<file path="src/two_circle_relation_classifier_assert.svh">
// Assertion macros for the two-circle relation classifier.
// Included by the top level; depends on nothing else.
`ifndef TWO_CIRCLE_RELATION_CLASSIFIER_ASSERT_SVH
`define TWO_CIRCLE_RELATION_CLASSIFIER_ASSERT_SVH
`ifndef SYNTHESIS
`define TCRC_ASSERT_NOW(label, clk, rst, a, c, msg) \
  label: assert property (@(posedge clk) disable iff (rst) (a) |-> (c)) else $error(msg);
`define TCRC_ASSERT_NEXT(label, clk, rst, a, c, msg) \
  label: assert property (@(posedge clk) disable iff (rst) (a) |=> (c)) else $error(msg);
`else
`define TCRC_ASSERT_NOW(label, clk, rst, a, c, msg)
`define TCRC_ASSERT_NEXT(label, clk, rst, a, c, msg)
`endif
`endif

</file>
<file path="src/tcrc_pkg.sv">
// Widths, relation codes and pipeline payload types for the
// two-circle relation classifier. No dependencies.
`default_nettype none
package tcrc_pkg;

  localparam int CW    = 16;
  localparam int CTR_W = CW + 1;
  localparam int SQ_W  = 2 * CW + 1;
  localparam int R_W   = 2 * CW;
  localparam int S_W   = 2 * CW + 3;
  localparam int X_W   = 2 * CW + 2;
  localparam int XH_W  = X_W / 2;
  localparam int P_W   = 2 * X_W;
  localparam int REL_W = 3;

  localparam logic [REL_W-1:0] REL_CONCENTRIC  = 3'd0;
  localparam logic [REL_W-1:0] REL_INT_TANGENT = 3'd1;
  localparam logic [REL_W-1:0] REL_INSIDE      = 3'd2;
  localparam logic [REL_W-1:0] REL_TWO_POINTS  = 3'd3;
  localparam logic [REL_W-1:0] REL_EXT_TANGENT = 3'd4;
  localparam logic [REL_W-1:0] REL_SEPARATE    = 3'd5;
  localparam logic [REL_W-1:0] REL_INVALID     = 3'd6;

  typedef struct packed {
    logic signed [CTR_W-1:0] c1x;
    logic signed [CTR_W-1:0] c1y;
    logic signed [CTR_W-1:0] c2x;
    logic signed [CTR_W-1:0] c2y;
  } ctr_t;

  typedef struct packed {
    logic signed [SQ_W-1:0] r1;
    logic signed [SQ_W-1:0] r2;
    logic [SQ_W-1:0]        d;
  } res_t;

  typedef struct packed {
    logic invalid;
    logic conc;
    logic s_neg;
  } cls_t;

endpackage
`default_nettype wire

</file>
<file path="src/tcrc_sqprod.sv">
// Two-stage unit forming x*x from split partial products and 4*r1*r2 from one full product.
// Depends on tcrc_pkg.
`default_nettype none
module tcrc_sqprod
  import tcrc_pkg::*;
(
  input  logic             clk,
  input  logic             rst,
  input  logic             in_valid,
  input  logic [X_W-1:0]   x,
  input  logic [R_W-1:0]   r1,
  input  logic [R_W-1:0]   r2,
  output logic             out_valid,
  output logic [P_W-1:0]   xsq,
  output logic [P_W-1:0]   prod
);

  logic [XH_W-1:0]   xh;
  logic [XH_W-1:0]   xl;
  logic              v4;
  logic [2*XH_W-1:0] hh;
  logic [2*XH_W-1:0] hl;
  logic [2*XH_W-1:0] ll;
  logic [2*R_W-1:0]  rr;

  assign xh = x[X_W-1:XH_W];
  assign xl = x[XH_W-1:0];

  always_ff @(posedge clk) begin
    if (rst) begin
      v4        <= 1'b0;
      out_valid <= 1'b0;
    end else begin
      v4        <= in_valid;
      out_valid <= v4;
    end
  end

  always_ff @(posedge clk) begin
    hh   <= (2*XH_W)'(xh) * (2*XH_W)'(xh);
    hl   <= (2*XH_W)'(xh) * (2*XH_W)'(xl);
    ll   <= (2*XH_W)'(xl) * (2*XH_W)'(xl);
    rr   <= (2*R_W)'(r1) * (2*R_W)'(r2);
    xsq  <= (P_W'(hh) << X_W) + (P_W'(hl) << (XH_W + 1)) + P_W'(ll);
    prod <= P_W'(rr) << 2;
  end

endmodule
`default_nettype wire

</file>
<file path="config.mk">
export PLATFORM = sky130hd
export DESIGN_NAME = tcrc_sqprod
export DESIGN_NICKNAME = d
export VERILOG_FILES = /design/src/two_circle_relation_classifier_assert.svh /design/src/tcrc_pkg.sv /design/src/tcrc_sqprod.sv
export SDC_FILE = /design/constraint.sdc
export NUM_CORES = 2
export LEC_CHECK = 0
export ABC_AREA = 1
export BUFFER_PORTS_ARGS = -buffer_cell sky130_fd_sc_hd__buf_2
export CORE_MARGIN = 5
export CORE_UTILIZATION = 53
export CTS_BUF_LIST = sky130_fd_sc_hd__clkbuf_8
export CTS_CLUSTER_DIAMETER = 60
export CTS_CLUSTER_SIZE = 25
export DETAILED_ROUTE_END_ITERATION = 8
export PLACE_DENSITY_LB_ADDON = 0.25
export SLEW_MARGIN = 25
export SYNTH_ARGS = -nofsm -noshare
export SYNTH_HDL_FRONTEND = slang
export SYNTH_SLANG_ARGS = --single-unit
</file>
<file path="constraint.sdc">
create_clock -name clk -period 8.2 [get_ports clk]
set_input_delay 1.64 -clock clk [delete_from_list [all_inputs] [get_ports clk]]
set_output_delay 1.64 -clock clk [all_outputs]
set_load 0.05 [all_outputs]
</file>
; ---- Word level (Yosys, flattened, before mapping)
; Index checks and enable logic that the tools add are counted.
[totals]
word_cells = 14
out_inout_bits = 137
regBits = 300
input_bits = 101
[op_classes]
add_sub_neg = 2
multipliers = 4
[op_table]
columns = cell, n
row1 = $mul 17x17->34, 3
row2 = $add 68x34->68, 1
row3 = $add 68x52->68, 1
row4 = $mul 32x32->64, 1

; ---- Depth between registers and ports, before layout
[logic_depth]
depth_word = 2
mapped_depth = 32

; ---- Worst setup path after synthesis
; Ideal clock, no wire load.
[synth_timing]
path_kind = input to register
startpoint = input port r2[11]
endpoint = register rr[60]
t_arrival_ps = 7312
setup_ps = 112
stages = 30
n_path_buf = 1
path_slack_ps = 776
cell_sequence = clkbuf_1 > nand2_1 > fa_1 > inv_1 > fa_1 > inv_1 > fa_1 > inv_1 > fa_1 > inv_1 > fa_1 > inv_1 > fa_1 > fa_1 > inv_1 > fa_1 > inv_1 > ha_1 > nand2_1 > inv_1 > nand2_1 > nand2_1 > nand2_1 > nand2_1 > nand2_1 > nand2_1 > a21oi_1 > nand2_1 > nand2_1 > nand2_1
[synth_via]
elab_chain_cells = 1
[synth_rtl]
columns = item, line_no
row1 = start: declaration, tcrc_sqprod.sv:12  ; input logic [R_W-1:0] r2,
row2 = $mul 32x32->64, tcrc_sqprod.sv:43  ; rr <= (2*R_W)'(r1) * (2*R_W)'(r2);
row3 = end signal: assignment, tcrc_sqprod.sv:43
row4 = end: declaration, tcrc_sqprod.sv:24  ; logic [2*R_W-1:0] rr;
; Every way passes these cells.
; A chain may end at the register's enable or synchronous reset.

; ---- Worst setup path after layout
[layout_timing]
startpoint = input port r1[11]
endpoint = register rr[40]
[layout_via]
elab_chain_cells = 1
[layout_rtl]
columns = item, line_no
row1 = start: declaration, tcrc_sqprod.sv:11  ; input logic [R_W-1:0] r1,
row2 = $mul 32x32->64, tcrc_sqprod.sv:43
; Every way passes these cells.

==> flow_summary.toml <==
[worst_setup_path]
critPathMostFrequentCell = "fa_1"
crit_type = "input port to flop"
cp_num_buf_inv = 7
max_stage_delay_ns = 0.54
startpoint_type = "input port"
worstPathRequired_ns = 8.78
critPathSlowestCell = "fa_1"
endpoint_kind = "flop"
crit_fanout = 25
cp_top_family = "adder cells"
worstPathArrival_ns = 8.10

[global_route]
grt_pass1_vias = 62100
grt_max_degree = 36
grt_pass1_wl_mm = 329
grt_overflow = 0
met2_usage = 0.498
antenna_found_initial = 13
met1_usage = 0.366
grtUsageMet3 = 0.0386
grt.total_usage = 0.283
busiest_layer = "met2"

[die]
die_height_um = 380
fp.dieW_um = 380
die_area_um2 = 144000
io_pins = 238
core_area_um2 = 136000
rows = 135
start_util = 0.535

[clock_tree]
cts_made_buffers = 29
cts.sinks = 297
postCtsSetupBuffers = 0
holdBufCountCts = 0
clk_path_buf_depth = 3
cts_tree = "yes"
root_buffer = "clkbuf_8"
clk_pin_slew_ns = 0.13
clkLatencyLatePin_ns = 0.78
cts-resized-gates = 0
htreeDepth = 1

[synth]
yosysWarnings = 0
synth_cells = 9542
syn_area_um2 = 72500
synth_top_area_share = 0.416
ys_seq_area_frac = 0.0820
syn_area_per_cell_um2 = 7.60
yosysTopAreaCell = "fa_1"
synth_edf_count = 0
ys.flop_type = "dfxtp_1"
async_flop_share = 0
ys_ff_latch = 297
synth_cell_types = 34
synthTopCellsByArea = "fa_1 (42%), inv_1 (15%), nand2_1 (14%)"

[timing]
finalMaxSlewViolations = 0
finClkSkew_ns = 0.116
worst_pin_slew_ns = 1.01
slew_headroom = 0.324
hold_viol = 0
setup-tns-final_ns = 0
worst_slack_ns = 0.676
rsz0062_at_grt = "false"
timing.final.crit_share = 0.918
fmax_mhz = 133
finalSetupViolCount = 0
period_minus_slack_ns = 7.52

[detailed_routing]
vias = 57400
wl_per_cell_um = 17.4
viasPerCell = 5.01
drt-pass1-iter-count = 5
drc = 0
antenna_left = 0
routed_wl_mm = 199
dr.first_iter.drc_count = 3386

[layout]
drive_gt1_frac = 0.0563
syn2layout_area_growth_pct = 6.40
layout.nets = 11900
fillers = 12900
final_core_util = 0.569
final_cell_count_no_fill = 11500

[placement]
dp.cells = 11400
place_congestion = 0.983
dp_hpwl_mm = 174
post-place-ws_ns = 0.00124
portBuffers = 232

[min_path]
hold_path.class = "flop to flop"

[job]
maxCapViolations = 0

[run_status]
status = "finished clean"
-- metal layers --
metal,vias to the layer above,share of wire
met5,-,0.000065
met4,2,0.037
met3,354,0.068
met2,1784,0.49
met1,28400,0.41
li1,26900,-
-- layout make-up --
| cell class | count | area [µm²] | area share |
|---|---|---|---|
| antenna | 12 | 30.0 | 0.000389 |
| inverter | 3004 | 11300 | 0.146 |
| timing repair buffer | 410 | 2740 | 0.0355 |
| sequential | 297 | 5950 | 0.0771 |
| tap | 1781 | 2230 | 0.0289 |
| clock buffer | 29 | 399 | 0.00517 |
| multi-input combinational | 5911 | 54000 | 0.700 |
| clock inverter | 25 | 503 | 0.00652 |
-- worst paths after layout --
check	to	cells past startpoint	slack, ns	from
min	prod[32]	0	0.24	rr[30]
max	rr[40]	26	0.68	r1[11]
min reg2reg	prod[32]	0	0.24	rr[30]
max reg2reg	xsq[38]	8	5.69	hl[19]
-- sequential cells by signal, indices dropped and copies added, names as in the netlist --
signal     cells
v4             1
prod          64
ll            33
rr            64
out_valid      1
hh            33
xsq           67
hl            34
-- cells by family after synthesis --
group | count (synthesis) | synth area share
DFF | 297 | 0.0820
buffers and inverters | 3338 | 0.173
other | 1 | 0.0000517
and+or+nand+nor | 3314 | 0.180
AOI/OAI and AO/OA | 319 | 0.0241
adders and majority gates | 2126 | 0.523
xor gates and xnor gates | 147 | 0.0178
-- synthesized netlist by cell type, types with 10 or more instances --
| cell type | count |
|---|---|
| nor3_1 | 32 |
| inv_2 | 17 |
| o21a_1 | 14 |
| o21bai_1 | 26 |
| nand3_1 | 153 |
| a21oi_1 | 187 |
| ha_1 | 621 |
| nor2_1 | 298 |
| nand2_2 | 12 |
| fa_1 | 1505 |
| nor2_2 | 24 |
| clkbuf_1 | 329 |
| o21ai_0 | 68 |
| xnor2_1 | 28 |
| xor2_1 | 119 |
| nand2_1 | 2713 |
| nand4_1 | 43 |
| inv_1 | 2987 |
| dfxtp_1 | 297 |
| a21o_1 | 10 |
-- cells in the final DEF, fill, tap and decap left out, types with 28 or more instances in the layout --
master and count:
nor2_1 298, buf_4 159, clkbuf_8 29, nand2_1 2713, fa_1 1505, nand4_1 43
nor3_1 32, a21oi_1 187, buf_2 232, inv_1 2988, xor2_1 119, o21ai_0 68
ha_1 621, nand3_1 153, xnor2_1 28, dfxtp_1 297
-- per-stage QoR --
stage	hold slack [ns]	cell area (µm²)
5_1_grt	0.238	77100
4_1_cts	0.223	77100
6_report	0.241	77100
3_3_place_gp	0.311	76200
3_5_place_dp	0.312	76200
2_1_floorplan	0.310	72500
Power is not shown: default switching activity piles up to over one toggle a cycle in this logic, so the estimate is an artifact.
